<file path="config.mk">
export PLATFORM = sky130hd
export DESIGN_NAME = marker_length_frame_receiver_top_flat
export DESIGN_NICKNAME = d
export VERILOG_FILES = /design/src/rtl/core/mlfr_pkg.sv /design/src/rtl/core/mlfr_rx_if.sv /design/src/rtl/core/mlfr_res_if.sv /design/src/rtl/core/mlfr_parser.sv /design/src/rtl/core/marker_length_frame_receiver_top.sv /design/src/flat_wrapper.sv
export SDC_FILE = /design/constraint.sdc
export NUM_CORES = 1
export LEC_CHECK = 0
export BUFFER_PORTS_ARGS = -buffer_cell sky130_fd_sc_hd__buf_2
export CORE_UTILIZATION = 58
export CTS_CLUSTER_SIZE = 10
export DETAILED_ROUTE_END_ITERATION = 12
export PLACE_DENSITY = 0.8
export REMOVE_ABC_BUFFERS = 1
export SKIP_LAST_GASP = 1
export SLEW_MARGIN = 20
export SYNTH_ARGS = -nofsm -noshare
export SYNTH_HDL_FRONTEND = slang
export SYNTH_SLANG_ARGS = --single-unit
</file>
<file path="constraint.sdc">
create_clock -name i_clk -period 4.7 [get_ports i_clk]
set_input_delay 0.47 -clock i_clk [delete_from_list [all_inputs] [get_ports i_clk]]
set_output_delay 0.47 -clock i_clk [all_outputs]
set_load 0.01 [all_outputs]
</file>
<file path="src/rtl/core/mlfr_pkg.sv">
`timescale 1ns / 1ps
// Package: shared types and constants of the marker/length frame receiver.
package mlfr_pkg;

    // Configuration register indexes
    localparam logic [1:0] CFG_START_MARKER  = 2'd0;
    localparam logic [1:0] CFG_END_MARKER    = 2'd1;
    localparam logic [1:0] CFG_RESPONSE_TYPE = 2'd2;

    // Register reset values
    localparam logic [7:0] START_MARKER_RST  = 8'hFA;
    localparam logic [7:0] END_MARKER_RST    = 8'hF5;
    localparam logic [7:0] RESPONSE_TYPE_RST = 8'h02;

    // Checksum keeps the low seven bits of the running XOR
    localparam logic [7:0] CHECK_MASK = 8'h7F;

    // Frame byte positions: start, type, length, then payload
    localparam logic [8:0] POS_TYPE    = 9'd1;
    localparam logic [8:0] POS_LENGTH  = 9'd2;
    localparam logic [8:0] POS_PAYLOAD = 9'd3;

    typedef enum logic [1:0] {
        STS_OK        = 2'd0,
        STS_END_ERR   = 2'd1,
        STS_CHECK_ERR = 2'd2,
        STS_TYPE_ERR  = 2'd3
    } t_status;

    typedef struct packed {
        logic [7:0] start_marker;
        logic [7:0] end_marker;
        logic [7:0] response_type;
    } t_cfg;

    typedef struct packed {
        logic [7:0] payload_byte;
        logic [7:0] payload_index;
        logic       frame_end;
        t_status    frame_status;
        logic [7:0] frame_type;
        logic [7:0] frame_length;
    } t_result;

endpackage

</file>
<file path="src/rtl/core/mlfr_rx_if.sv">
`timescale 1ns / 1ps
// Interface: received byte channel.
interface mlfr_rx_if;
    logic       valid;
    logic       ready;
    logic [7:0] rx_byte;

    modport source (output valid, output rx_byte, input ready);
    modport sink   (input valid, input rx_byte, output ready);
endinterface

</file>
<file path="src/rtl/core/mlfr_res_if.sv">
`timescale 1ns / 1ps
// Interface: frame result channel.
interface mlfr_res_if;
    logic       valid;
    logic       ready;
    logic [7:0] payload_byte;
    logic [7:0] payload_index;
    logic       frame_end;
    logic [1:0] frame_status;
    logic [7:0] frame_type;
    logic [7:0] frame_length;

    modport source (output valid, output payload_byte, output payload_index,
                    output frame_end, output frame_status, output frame_type,
                    output frame_length, input ready);
    modport sink   (input valid, input payload_byte, input payload_index,
                    input frame_end, input frame_status, input frame_type,
                    input frame_length, output ready);
endinterface

</file>
<file path="src/rtl/core/mlfr_parser.sv">
`timescale 1ns / 1ps
// Module: frame state tracking, checksum and result formation for one byte.
module mlfr_parser
    import mlfr_pkg::*;
(
    input  logic    i_clk,
    input  logic    i_rst_n,
    input  logic    i_accept,
    input  logic [7:0] i_byte,
    input  t_cfg    i_cfg,
    output logic    o_res_valid,
    output t_result o_res
);

    logic       r_in_frame, n_in_frame;
    logic [8:0] r_pos,      n_pos;
    logic [7:0] r_type,     n_type;
    logic [7:0] r_length,   n_length;
    logic [7:0] r_xor,      n_xor;
    logic [7:0] r_check,    n_check;

    logic [8:0] check_pos;
    logic [7:0] index;
    t_status    status;

    assign check_pos = {1'b0, r_length} + POS_PAYLOAD;
    assign index     = 8'(r_pos - POS_PAYLOAD);

    always_comb begin
        priority if (i_byte != i_cfg.end_marker) begin
            status = STS_END_ERR;
        end else if ((r_xor & CHECK_MASK) != r_check) begin
            status = STS_CHECK_ERR;
        end else if (r_type != i_cfg.response_type) begin
            status = STS_TYPE_ERR;
        end else begin
            status = STS_OK;
        end
    end

    always_comb begin
        n_in_frame  = r_in_frame;
        n_pos       = r_pos;
        n_type      = r_type;
        n_length    = r_length;
        n_xor       = r_xor;
        n_check     = r_check;
        o_res_valid = 1'b0;
        o_res       = '{payload_byte: 8'd0, payload_index: 8'd0, frame_end: 1'b0,
                        frame_status: STS_OK, frame_type: r_type,
                        frame_length: r_length};
        if (i_accept) begin
            priority if (!r_in_frame) begin
                // drop everything but the start marker
                if (i_byte == i_cfg.start_marker) begin
                    n_in_frame = 1'b1;
                    n_pos      = POS_TYPE;
                    n_type     = 8'd0;
                    n_length   = 8'd0;
                    n_xor      = i_byte;
                    n_check    = 8'd0;
                end
            end else if (r_pos == POS_TYPE) begin
                n_type = i_byte;
                n_xor  = r_xor ^ i_byte;
                n_pos  = r_pos + 9'd1;
            end else if (r_pos == POS_LENGTH) begin
                n_length = i_byte;
                n_xor    = r_xor ^ i_byte;
                n_pos    = r_pos + 9'd1;
            end else if (r_pos < check_pos) begin
                n_xor                = r_xor ^ i_byte;
                n_pos                = r_pos + 9'd1;
                o_res_valid          = 1'b1;
                o_res.payload_byte   = i_byte;
                o_res.payload_index  = index;
            end else if (r_pos == check_pos) begin
                n_check = i_byte;
                n_pos   = r_pos + 9'd1;
            end else begin
                // closing byte: report and return to idle
                o_res_valid        = 1'b1;
                o_res.frame_end    = 1'b1;
                o_res.frame_status = status;
                n_in_frame         = 1'b0;
                n_pos              = 9'd0;
                n_type             = 8'd0;
                n_length           = 8'd0;
                n_xor              = 8'd0;
                n_check            = 8'd0;
            end
        end
    end

    always_ff @(posedge i_clk) begin
        if (!i_rst_n) begin
            r_in_frame <= 1'b0;
            r_pos      <= 9'd0;
            r_type     <= 8'd0;
            r_length   <= 8'd0;
            r_xor      <= 8'd0;
            r_check    <= 8'd0;
        end else begin
            r_in_frame <= n_in_frame;
            r_pos      <= n_pos;
            r_type     <= n_type;
            r_length   <= n_length;
            r_xor      <= n_xor;
            r_check    <= n_check;
        end
    end

endmodule

</file>
<file path="src/rtl/core/marker_length_frame_receiver_top.sv">
`timescale 1ns / 1ps
// Top level: marker/length framed byte receiver with XOR checksum check.
//
//   Channel   Dir   Handshake        Carries
//   i_rx      in    valid/ready      rx_byte, one link byte per transfer
//   o_res     out   valid/ready      payload byte or closing frame status
//   i_cfg_*   in    write enable     start marker, end marker, response type
//
// One byte per cycle while the output is not stalled: each transfer is parsed in
// the cycle it is taken and any result lands in the output register on the same edge,
// so a result shows in the cycle after its byte. Frame state advances by compare, XOR and counter only.
// Reset (i_rst_n low, synchronous) returns to idle and restores register
// defaults. A stalled output holds its result; a new byte is still taken in
// the cycle the held result leaves.
module marker_length_frame_receiver_top
    import mlfr_pkg::*;
(
    input  logic       i_clk,
    input  logic       i_rst_n,
    mlfr_rx_if.sink    i_rx,
    mlfr_res_if.source o_res,
    input  logic       i_cfg_we,
    input  logic [1:0] i_cfg_idx,
    input  logic [7:0] i_cfg_data
);

    t_cfg    r_cfg;
    logic    r_out_valid;
    t_result r_out;

    logic    accept;
    logic    res_valid;
    t_result res;

    // Take a byte whenever the output register is empty or draining now
    assign i_rx.ready = !r_out_valid || o_res.ready;
    assign accept     = i_rx.valid && i_rx.ready;

    // Configuration writes; an index past the list is dropped
    always_ff @(posedge i_clk) begin
        if (!i_rst_n) begin
            r_cfg.start_marker  <= START_MARKER_RST;
            r_cfg.end_marker    <= END_MARKER_RST;
            r_cfg.response_type <= RESPONSE_TYPE_RST;
        end else if (i_cfg_we) begin
            unique case (i_cfg_idx)
                CFG_START_MARKER:  r_cfg.start_marker  <= i_cfg_data;
                CFG_END_MARKER:    r_cfg.end_marker    <= i_cfg_data;
                CFG_RESPONSE_TYPE: r_cfg.response_type <= i_cfg_data;
                default: ;
            endcase
        end
    end

    mlfr_parser u_parser (
        .i_clk       (i_clk),
        .i_rst_n     (i_rst_n),
        .i_accept    (accept),
        .i_byte      (i_rx.rx_byte),
        .i_cfg       (r_cfg),
        .o_res_valid (res_valid),
        .o_res       (res)
    );

    // Output register: load a new result, or drop the current one once taken
    always_ff @(posedge i_clk) begin
        if (!i_rst_n) begin
            r_out_valid <= 1'b0;
        end else if (accept && res_valid) begin
            r_out_valid <= 1'b1;
        end else if (o_res.ready) begin
            r_out_valid <= 1'b0;
        end
    end

    always_ff @(posedge i_clk) begin
        if (accept && res_valid) begin
            r_out <= res;
        end
    end

    assign o_res.valid         = r_out_valid;
    assign o_res.payload_byte  = r_out.payload_byte;
    assign o_res.payload_index = r_out.payload_index;
    assign o_res.frame_end     = r_out.frame_end;
    assign o_res.frame_status  = r_out.frame_status;
    assign o_res.frame_type    = r_out.frame_type;
    assign o_res.frame_length  = r_out.frame_length;

endmodule

</file>
<file path="src/flat_wrapper.sv">
// flat-port wrapper written by rule: the top's interface ports become plain ports
module marker_length_frame_receiver_top_flat import mlfr_pkg::*;
  (i_clk, i_rst_n, i_cfg_we, i_cfg_idx, i_cfg_data, i_rx_valid, i_rx_rx_byte, i_rx_ready, o_res_valid, o_res_payload_byte, o_res_payload_index, o_res_frame_end, o_res_frame_status, o_res_frame_type, o_res_frame_length, o_res_ready);
  mlfr_rx_if i_rx_i ();
  mlfr_res_if o_res_i ();
  input  logic i_clk;
  input  logic i_rst_n;
  input  logic i_cfg_we;
  input  logic [1:0] i_cfg_idx;
  input  logic [7:0] i_cfg_data;
  input wire logic [$bits(i_rx_i.valid)-1:0] i_rx_valid;
  input wire logic [$bits(i_rx_i.rx_byte)-1:0] i_rx_rx_byte;
  output wire logic [$bits(i_rx_i.ready)-1:0] i_rx_ready;
  output wire logic [$bits(o_res_i.valid)-1:0] o_res_valid;
  output wire logic [$bits(o_res_i.payload_byte)-1:0] o_res_payload_byte;
  output wire logic [$bits(o_res_i.payload_index)-1:0] o_res_payload_index;
  output wire logic [$bits(o_res_i.frame_end)-1:0] o_res_frame_end;
  output wire logic [$bits(o_res_i.frame_status)-1:0] o_res_frame_status;
  output wire logic [$bits(o_res_i.frame_type)-1:0] o_res_frame_type;
  output wire logic [$bits(o_res_i.frame_length)-1:0] o_res_frame_length;
  input wire logic [$bits(o_res_i.ready)-1:0] o_res_ready;
  assign i_rx_i.valid = i_rx_valid;
  assign i_rx_i.rx_byte = i_rx_rx_byte;
  assign i_rx_ready = i_rx_i.ready;
  assign o_res_valid = o_res_i.valid;
  assign o_res_payload_byte = o_res_i.payload_byte;
  assign o_res_payload_index = o_res_i.payload_index;
  assign o_res_frame_end = o_res_i.frame_end;
  assign o_res_frame_status = o_res_i.frame_status;
  assign o_res_frame_type = o_res_i.frame_type;
  assign o_res_frame_length = o_res_i.frame_length;
  assign o_res_i.ready = o_res_ready;
  marker_length_frame_receiver_top u_core (.i_clk(i_clk), .i_rst_n(i_rst_n), .i_rx(i_rx_i), .o_res(o_res_i), .i_cfg_we(i_cfg_we), .i_cfg_idx(i_cfg_idx), .i_cfg_data(i_cfg_data));
endmodule
</file>
# == Yosys cells after proc, flatten, opt, wreduce, memory -nomap -nowiden ==
# Cells that the tools add are included.
# totals
output_inout_bits,37
elab_cells,105
inputBits,23
ff_bits,102
# op_classes
bitwise_logic,4
n_reduce_logical,19
addsub,3
n_mux,43
n_lt_le_gt_ge,1
eq_ne,18
# ops
cell,count
$mux W8,19
$mux W9,6
$ne A8 B8 Y1,2
$ne A3 B3 Y1 const B,5
$reduce_and A5 Y1,3
$mux W1,14
$reduce_or A5 Y1,2
$add A8 B2 Y9 const B,1
$add A9 B1 Y9 const B,1
$eq A9 B1 Y1 const B,1
$eq A9 B2 Y1 const B,1
$eq A9 B9 Y1,1
$lt A9 B9 Y1,1
$eq A8 B8 Y1,1
$ne A7 B8 Y1,1
$reduce_and A2 Y1,4
$sub A8 B2 Y8 const B,1
$xor A8 B8 Y8,1
$reduce_or A7 Y1,1
$mux W2,3
$ne A2 B2 Y1 const B,3
$reduce_or A6 Y1,1
$ne A5 B5 Y1 const B,1
$reduce_bool A2 Y1,2
9 further kinds,12

# == Longest topological paths before layout ==
# Gate-level depths: netlist of run 1.
# logic_depth
depth_word,10
depth_mapped,13
ltp_nobuf,12

# == By module ==
# Synthesis of run 1 repeated with hierarchy kept, for this count alone.
# hier_totals
cells_unflattened,506
area_unflattened_um2,5107.4
# by_module_without_submodules
module,n_inst,area_each_um2,seq_area_each_um2,cells_each
mlfr_parser,1,3010.4,820.8,365
marker_length_frame_receiver_top,1,2097.0,1551.5,141

# == Least setup slack after synthesis of run 1 ==
# Ideal clock, no wire load.
# synth_path
path_kind,reg2reg
from,register u_core.u_parser.r_length[0]
to,register u_core.r_out (netlist bit u_core.o_res.frame_end) (enable)
path_stages_with_launch,13
arrival_ns,3.062
required_time_ns,4.310
slack_ns,1.248
cell_sequence,dfxtp_1 inv_1 ha_1 nor2_1 and3_1 nand3_1 ha_1 nand4_1 o221ai_1 nor2_1 clkbuf_1 o21ai_0 inv_1
# synth_via
elab_chain_cells,9
elab_cells_between_ends,10
# synth_rtl
element,line,text
start: declaration,mlfr_parser.sv:18,"logic [7:0] r_length, n_length;"
start signal: assignment,mlfr_parser.sv:107,r_length <= n_length;
$add A8 B2 Y9 (*),mlfr_parser.sv:26,"assign check_pos = {1'b0, r_length} + POS_PAYLOAD;"
"parallel branches: the longest is 2 deep, another holds $lt A9 B9 Y1",--,
$mux W1 (*),mlfr_parser.sv:71,end else if (r_pos < check_pos) begin
$mux W1 (*),mlfr_parser.sv:67,end else if (r_pos == POS_LENGTH) begin
$mux W1 (*),mlfr_parser.sv:63,end else if (r_pos == POS_TYPE) begin
$mux W1 (*),mlfr_parser.sv:53,priority if (!r_in_frame) begin
$mux W1 (*),mlfr_parser.sv:52,if (i_accept) begin
$logic_and A1 B1 Y1 (*),marker_length_frame_receiver_top.sv:77,if (accept && res_valid) begin
end signal: assignment,marker_length_frame_receiver_top.sv:78,r_out <= res;
end: declaration,marker_length_frame_receiver_top.sv:29,t_result r_out;
# Every way passes the cells marked *.
# A chain may end at the register's enable or synchronous reset.

# == Final worst setup path of run 1 ==
# layout_path
from,register u_core.u_parser.r_length[0]
to,register u_core.r_out (netlist bit u_core.o_res.frame_length[3]) (enable)
# Same word-level chain as after synthesis.

==> results.yml, run 1 <==
worst_setup_path:
  required_ns: 4.77
  end_kind: "flop"
  cp_max_fo: 19
  crit_type: "flop to flop"
  worst_path_max_delay_cell: "inv_1"
  start_kind: "flop"
  cp_data_arrival_time_ns: 3.71
  path_cells: "inv_1, ha_1, nor2_1, and3_1, nand3_1, ha_1, nand4_1, o221ai_1, nor2_1, buf_4, o21ai_0, inv_1, buf_4"
  cp_slowest_stage_delay_ns: 0.56
pwr:
  intPower_uw: 1180
  pwr-share-seq_pct: 59.4
  power.density_nw_per_um2: 283
  switchingPower_uw: 359
  power.share.clock_pct: 35.2
  swShare_pct: 23.4
  ir_drop_v: 0.000205
  leakagePower_uw: 0.00201
  power_frac_comb_pct: 5.4
yosys:
  syn_inst: 510
  synth.most_common_cell: "nand2_1"
  synth_ff_type: "dfxtp_1"
  synth.distinct_cells: 51
  synthTopCellsByCount: "92 x nand2_1, 66 x dfxtp_1, 38 x xnor2_1"
  yosys_warnings: 0
  synth_enable_flop_cells: 35
  yosys.area.top_type: "dfxtp_1"
  synth_seq_cells: 101
  netlist.area_leader.share_pct: 26.8
  synth_area_um2: 4930
  async_flop_share_pct: 0
  ys_seq_area_share_pct: 48.1
  syn_area_per_cell_um2: 9.67
  synth.area.top_cells: "dfxtp_1 27%, edfxtp_1 21%, nand2_1 7.0%"
timing:
  rsz0062_at_grt: "no"
  maxSlewHeadroom_pct: 37.9
  clock_skew_ns: 0.00734
  post-route-min-period_ns: 3.64
  setup_viol: 0
  fin_hold_ws_ns: 0.331
  finalSetupTns_ns: 0
  fin_crit_sh_pct: 77.5
  hold_viol: 0
  setup_slack_ns: 1.06
  fmax_mhz: 274
  worstMarginPinSlew_ns: 0.931
  drv_slew: 0
outcome:
  status: "finished clean"
placed_design:
  portBuffers: 59
  dp_slack_ns: 1.15
  detailed_place_hpwl_mm: 7.93
  post_dp_cell_area_um2: 5240
  gp_congestion: 0.879
route:
  vias: 3940
  drtIter0Drc: 291
  viasPerCell: 5.93
  wl_mm: 11.5
  ant_nets: 0
  drt_pass1_iterations: 5
  drc: 0
  wl_per_cell_um: 17.3
hold_path:
  worstHoldPathType: "primary input to flop"
floorplanning:
  rows: 33
  die_area_um2: 8870
  initial_core_util_pct: 60.0
  pin_count: 60
  core_um2: 8220
  die_h_um: 94.2
  die_w_um: 94.2
clock_tree:
  clkSinkCount: 101
  cts_hold_buffers: 0
  clockRootBuffer: "clkbuf_8"
  cts-resized-gates: 0
  cts_tree: "yes"
  cts_buffer_depth: 2
  cts_made_buffers: 9
  post_cts_buffers: 0
  htreeDepth: 3
  clk_pin_slew_ns: 0.10
  clock_latency_ns: 0.38
grt:
  grt_start_max_net_pins: 53
  grt_pass1_vias: 3800
  grt_pass1_wl_mm: 18.4
  grt-ovfl-total: 0
  antenna_found_initial: 0
  grt_usage_pct: 27.2
finish:
  syn2layout_area_growth_pct: 10.2
  antenna_cells: 0
  n_fill_cell: 670
  nets: 590
  fin_area_um2: 5430
  utilization_pct: 66.1
  drive_above_1_share_pct: 16.8
job:
  cap_violations: 0
-- worst max-delay path, delay by kind of cell (launching register included) --
family,cells,cell delay [ns]
buf+inv,4,1.25
flops,1,0.37
compound gates,2,0.39
simple gates,5,0.76
fa+ha+maj,2,0.57
-- power by group through the flow --
stage / Clock [uW] / Sequential, uW / Combinational [uW]
4_1_cts: 540 / 913 / 82.2
6_report: 541 / 913 / 82.8
2_1_floorplan: 0 / 932 / 41.5
5_1_grt: 578 / 914 / 90.9
3_5_place_dp: 0 / 933 / 81.7
3_3_place_gp: 0 / 933 / 79.1
-- placed cells by master (no fill, tap or decap), types with 8 or more instances in the layout --
cell type  synthesis  routed
nand2_1           92      92
dfxtp_1           66      66
buf_2              8      59
xnor2_1           38      38
edfxtp_1          35      35
nor2_1            31      31
o21ai_0           20      20
nand3_1           19      19
nand4_1           16      16
mux2i_1           16      16
ha_1              13      13
a21oi_1           11      11
and3_1            10      10
xor2_1            10      10
clkbuf_8           0      10
and2_1             9       9
inv_1              8       8
nor3_1             8       8
a31oi_1            8       8
-- final cells by class --
class | instances | area (um2) | share of cell area (%)
Multi-Input combinational cell | 372 | 2390 | 44.0
Sequential cell | 101 | 2370 | 43.7
Timing Repair Buffer | 62 | 318 | 5.85
Clock buffer | 12 | 166 | 3.06
Tap cell | 105 | 131 | 2.42
Inverter | 8 | 30.0 | 0.553
Clock inverter | 4 | 26.3 | 0.484
-- sequential cells by signal, indices dropped and copies added, names as in the netlist --
signal / cells
u_core.r_cfg: 24
u_core.u_parser.r_type: 8
u_core.u_parser.r_pos: 9
u_core.o_res.frame_type: 8
u_core.o_res.frame_end: 1
u_core.u_parser.r_length: 8
u_core.o_res.payload_byte: 8
u_core.u_parser.r_xor: 7
u_core.u_parser.r_in_frame: 1
u_core.o_res.frame_status: 2
u_core.o_res.valid: 1
u_core.o_res.frame_length: 8
u_core.o_res.payload_index: 8
u_core.u_parser.r_check: 8
-- per-layer routing --
| metal | wire length (um) | GRT usage, % |
|---|---|---|
| met5 | 0 | 0 |
| met2 | 5690 | 45.8 |
| met3 | 623 | 6.47 |
| met4 | 359 | 12.2 |
| met1 | 4830 | 32.8 |
-- stage by stage --
step	power, uW	cells
2_1_floorplan	973	481
3_3_place_gp	1010	648
3_5_place_dp	1010	648
4_1_cts	1530	664
5_1_grt	1580	664
6_report	1540	664
-- cells by family (layout without fill, tap and decap cells) --
family                   count (synthesis)  in the layout  share of synthesized area (%)
AO/OA/AOI/OAI                           82             82                           11.3
XOR/XNOR                                48             48                           8.53
adder cells (fa/ha/maj)                 13             13                           3.30
buffers and inverters                   37             86                           3.40
flip-flops                             101            101                           48.1
multiplexers                            16             16                           3.25
AND/OR/NAND/NOR                        213            213                           22.1
-- worst paths after layout --
| check | cells past startpoint | end | startpoint | slack [ns] |
|---|---|---|---|---|
| min reg2reg | 2 | u_core.u_parser.r_check[7] | u_core.u_parser.r_check[7] | 0.47 |
| max reg2reg | 13 | u_core.o_res.frame_length[3] | u_core.u_parser.r_length[0] | 1.06 |
| min | 3 | u_core.r_cfg[13] | i_cfg_data[5] | 0.33 |
| max | 13 | u_core.o_res.frame_length[3] | u_core.u_parser.r_length[0] | 1.06 |
Power figures use the tool's default switching activity.
==> run 2: changes to the inputs <==
- ABC_AREA: default -> 1
- CORE_UTILIZATION: 58 -> 53
- PLACE_DENSITY: 0.8 -> 0.76
- clock period: 4.7 -> 3.2 ns (I/O delays scaled with it)
==> run 2 against run 1 <==
Fmax up 23%. Sequential power up 48%. Register-to-register slack worse by 0.82 ns. Core utilization fell by 4.8 points. Via count is 12% higher. Largest power group unchanged. Highest routed layer unchanged.
==> results.yml, run 2 <==
worst_setup_path:
  cp_max_fo: 10
  path_cells: "inv_1, ha_1, or2_2, nor3_2, nand2_1, xor2_1, ha_1, nand2_1, nand2_1, nand2_1, nand2_1, nor2_1, nand2_4, nand2_1, nand3_1, a21oi_1"
  end_kind: "flop"
  cp_slowest_stage_delay_ns: 0.36
  r2r_setup_slack_ns: 0.24
  cp_data_arrival_time_ns: 3.25
  worst_path_max_delay_cell: "dfxtp_1"
  r2r-start: "u_core.u_parser.r_length[0]"
  critPathBufInv: 1
  crit_path_start: "u_core.u_parser.r_length[0]"
  required_ns: 3.49
  critPathTopFamily: "simple AND/OR/NAND/NOR gates"
  start_kind: "flop"
  cpMostUsedCell: "nand2_1"
  crit_type: "flop to flop"
timing:
  maxSlewHeadroom_pct: 55.8
  setup_viol: 0
  post-route-min-period_ns: 2.96
  hold_viol: 0
  fmax_mhz: 338
  worstMarginPinSlew_ns: 0.662
  fin_crit_sh_pct: 92.5
  clock_skew_ns: 0.0198
  drv_slew: 0
  fin_hold_ws_ns: 0.189
  rsz0062_at_grt: "yes"
placed_design:
  portBuffers: 59
  post_dp_cell_area_um2: 5540
  detailed_place_hpwl_mm: 8.52
  dpl.cell_count: 822
  gp_congestion: 0.874
grt:
  grt_pass1_wl_mm: 19.3
  grt_pass1_vias: 4020
  grt_start_max_net_pins: 46
  grt_usage_pct: 24.6
  antenna_found_initial: 0
  grt-ovfl-total: 0
yosys:
  synth_fa_ha_area_share_pct: 3.14
  synth.most_common_cell: "nand2_1"
  synth.area.top_cells: "dfxtp_1 25%, edfxtp_1 20%, nand2_1 11%"
  synth-simple-area-share_pct: 30.0
  yosys_warnings: 0
  synth_ff_type: "dfxtp_1"
  syn_inst: 653
  netlist.area_leader.share_pct: 25.5
  synth_enable_flop_cells: 35
  synth_xor_area_share_pct: 7.61
  yosys.area.top_type: "dfxtp_1"
  async_flop_share_pct: 0
  synth_top_family_by_area: "simple AND/OR/NAND/NOR gates"
  synth_seq_cells: 101
  syn_area_per_cell_um2: 7.94
  synth.distinct_cells: 34
  synth_compound_area_share_pct: 6.62
  synthTopCellsByCount: "154 x nand2_1, 85 x nor2_1, 66 x dfxtp_1"
  synthMuxAreaShare_pct: 0
  ys_seq_area_share_pct: 45.8
  synth_area_um2: 5180
finish:
  layout_common_cells: "153 x nand2_1, 85 x nor2_1, 66 x dfxtp_1, 59 x buf_2, 55 x nand3_1"
  stdcell_count: 838
  syn2layout_area_growth_pct: 10.8
  antenna_cells: 0
  nets: 740
  layout_top_registers: "u_core.r_cfg (24), u_core.u_parser.r_pos (9)"
  largest_register_ffs: 24
  top_register: "u_core.r_cfg"
  fin_area_um2: 5740
  layout_commonest_cell: "nand2_1"
  drive_above_1_share_pct: 17.1
  n_fill_cell: 855
route:
  drc: 0
  ant_nets: 0
  drtIter0Drc: 323
  drt_pass1_iterations: 6
  vias: 4411
  wl_per_cell_um: 14.3
  wl_mm: 12.0
  viasPerCell: 5.26
clock_tree:
  post_cts_buffers: 0
  clkSinkCount: 101
  clockRootBuffer: "clkbuf_8"
  clock_latency_ns: 0.38
  cts_buffer_depth: 2
  htreeDepth: 3
  cts_made_buffers: 9
  cts-resized-gates: 0
  clk_pin_slew_ns: 0.10
  cts_tree: "yes"
  cts_hold_buffers: 0
job:
  cap_violations: 0
floorplanning:
  initial_core_util_pct: 55.3
  die_area_um2: 10200
  die_w_um: 101
  pin_count: 60
  rows: 35
  core_um2: 9370
  die_h_um: 101
pwr:
  power.density_nw_per_um2: 389
  total_power_uw: 2240
  leakagePower_uw: 0.00247
  ir_drop_v: 0.000191
hold_path:
  worstHoldPathType: "primary input to flop"
  hold_start: "i_cfg_data[7]"
outcome:
  status: "finished clean"
run 2: changes by cell type after synthesis, sizes merged, moves of 14 or more:
cell and delta:
mux2i -16, a21oi +40, nand3 +41, xnor2 -14, nand2 +69, inv +45
nor2 +65
run 2: through the flow:
stage | worst slack [ns] | util (%) | setup TNS, ns
after floorplan | -0.425 | - | -14.88
after global placement | 0.301 | 59.1 | 0
after detailed placement | 0.149 | 59.1 | 0
after CTS | 0.134 | 61.0 | 0
after global routing | -0.0294 | 61.3 | -0.0570
final | 0.240 | 61.3 | 0
run 2: cell type report:
type	instances	area, um2	share of cell area [%]
well taps	129	161	2.81
repair buffers	66	352	6.12
clock buffers	11	131	2.29
clock inverters	5	45.0	0.784
inverters	54	203	3.53
flip-flops and latches	101	2370	41.3
multi-input cells	472	2480	43.2
run 2: routing by layer:
metal	share of wire (%)	global-route usage (%)
met3	6.4	5.20
met1	45	32.8
met5	0	0
met2	47	40.2
met4	1.6	7.47
run 2: worst register-to-register path, cell delays in order (launching register included):
cell     delay, ns
dfxtp_1       0.36
inv_1         0.09
ha_1          0.21
or2_2         0.32
nor3_2        0.15
nand2_1       0.08
xor2_1        0.15
ha_1          0.33
nand2_1       0.07
nand2_1       0.05
nand2_1       0.06
nand2_1       0.05
nor2_1        0.25
nand2_4       0.16
nand2_1       0.26
nand3_1       0.13
a21oi_1       0.16
run 2: worst paths after layout:
kind	endpoint	depth (start not counted)
setup / recovery	u_core.u_parser.r_xor[2]	16
hold / removal	u_core.r_cfg[15]	3
setup reg to reg	u_core.u_parser.r_xor[2]	16
hold reg to reg	u_core.o_res.frame_length[0]	0
run 2: report_power, final:
| group | internal, uW | switching, uW |
|---|---|---|
| clock | 296 | 460 |
| combinational | 49.0 | 83.9 |
| sequential | 1330 | 12.2 |
run 2: cell families after synthesis:
family | after synthesis
flip-flops | 101
XOR/XNOR | 45
buffers and inverters | 80
AO/OA/AOI/OAI | 68
AND/OR/NAND/NOR | 346
adder cells (fa/ha/maj) | 13
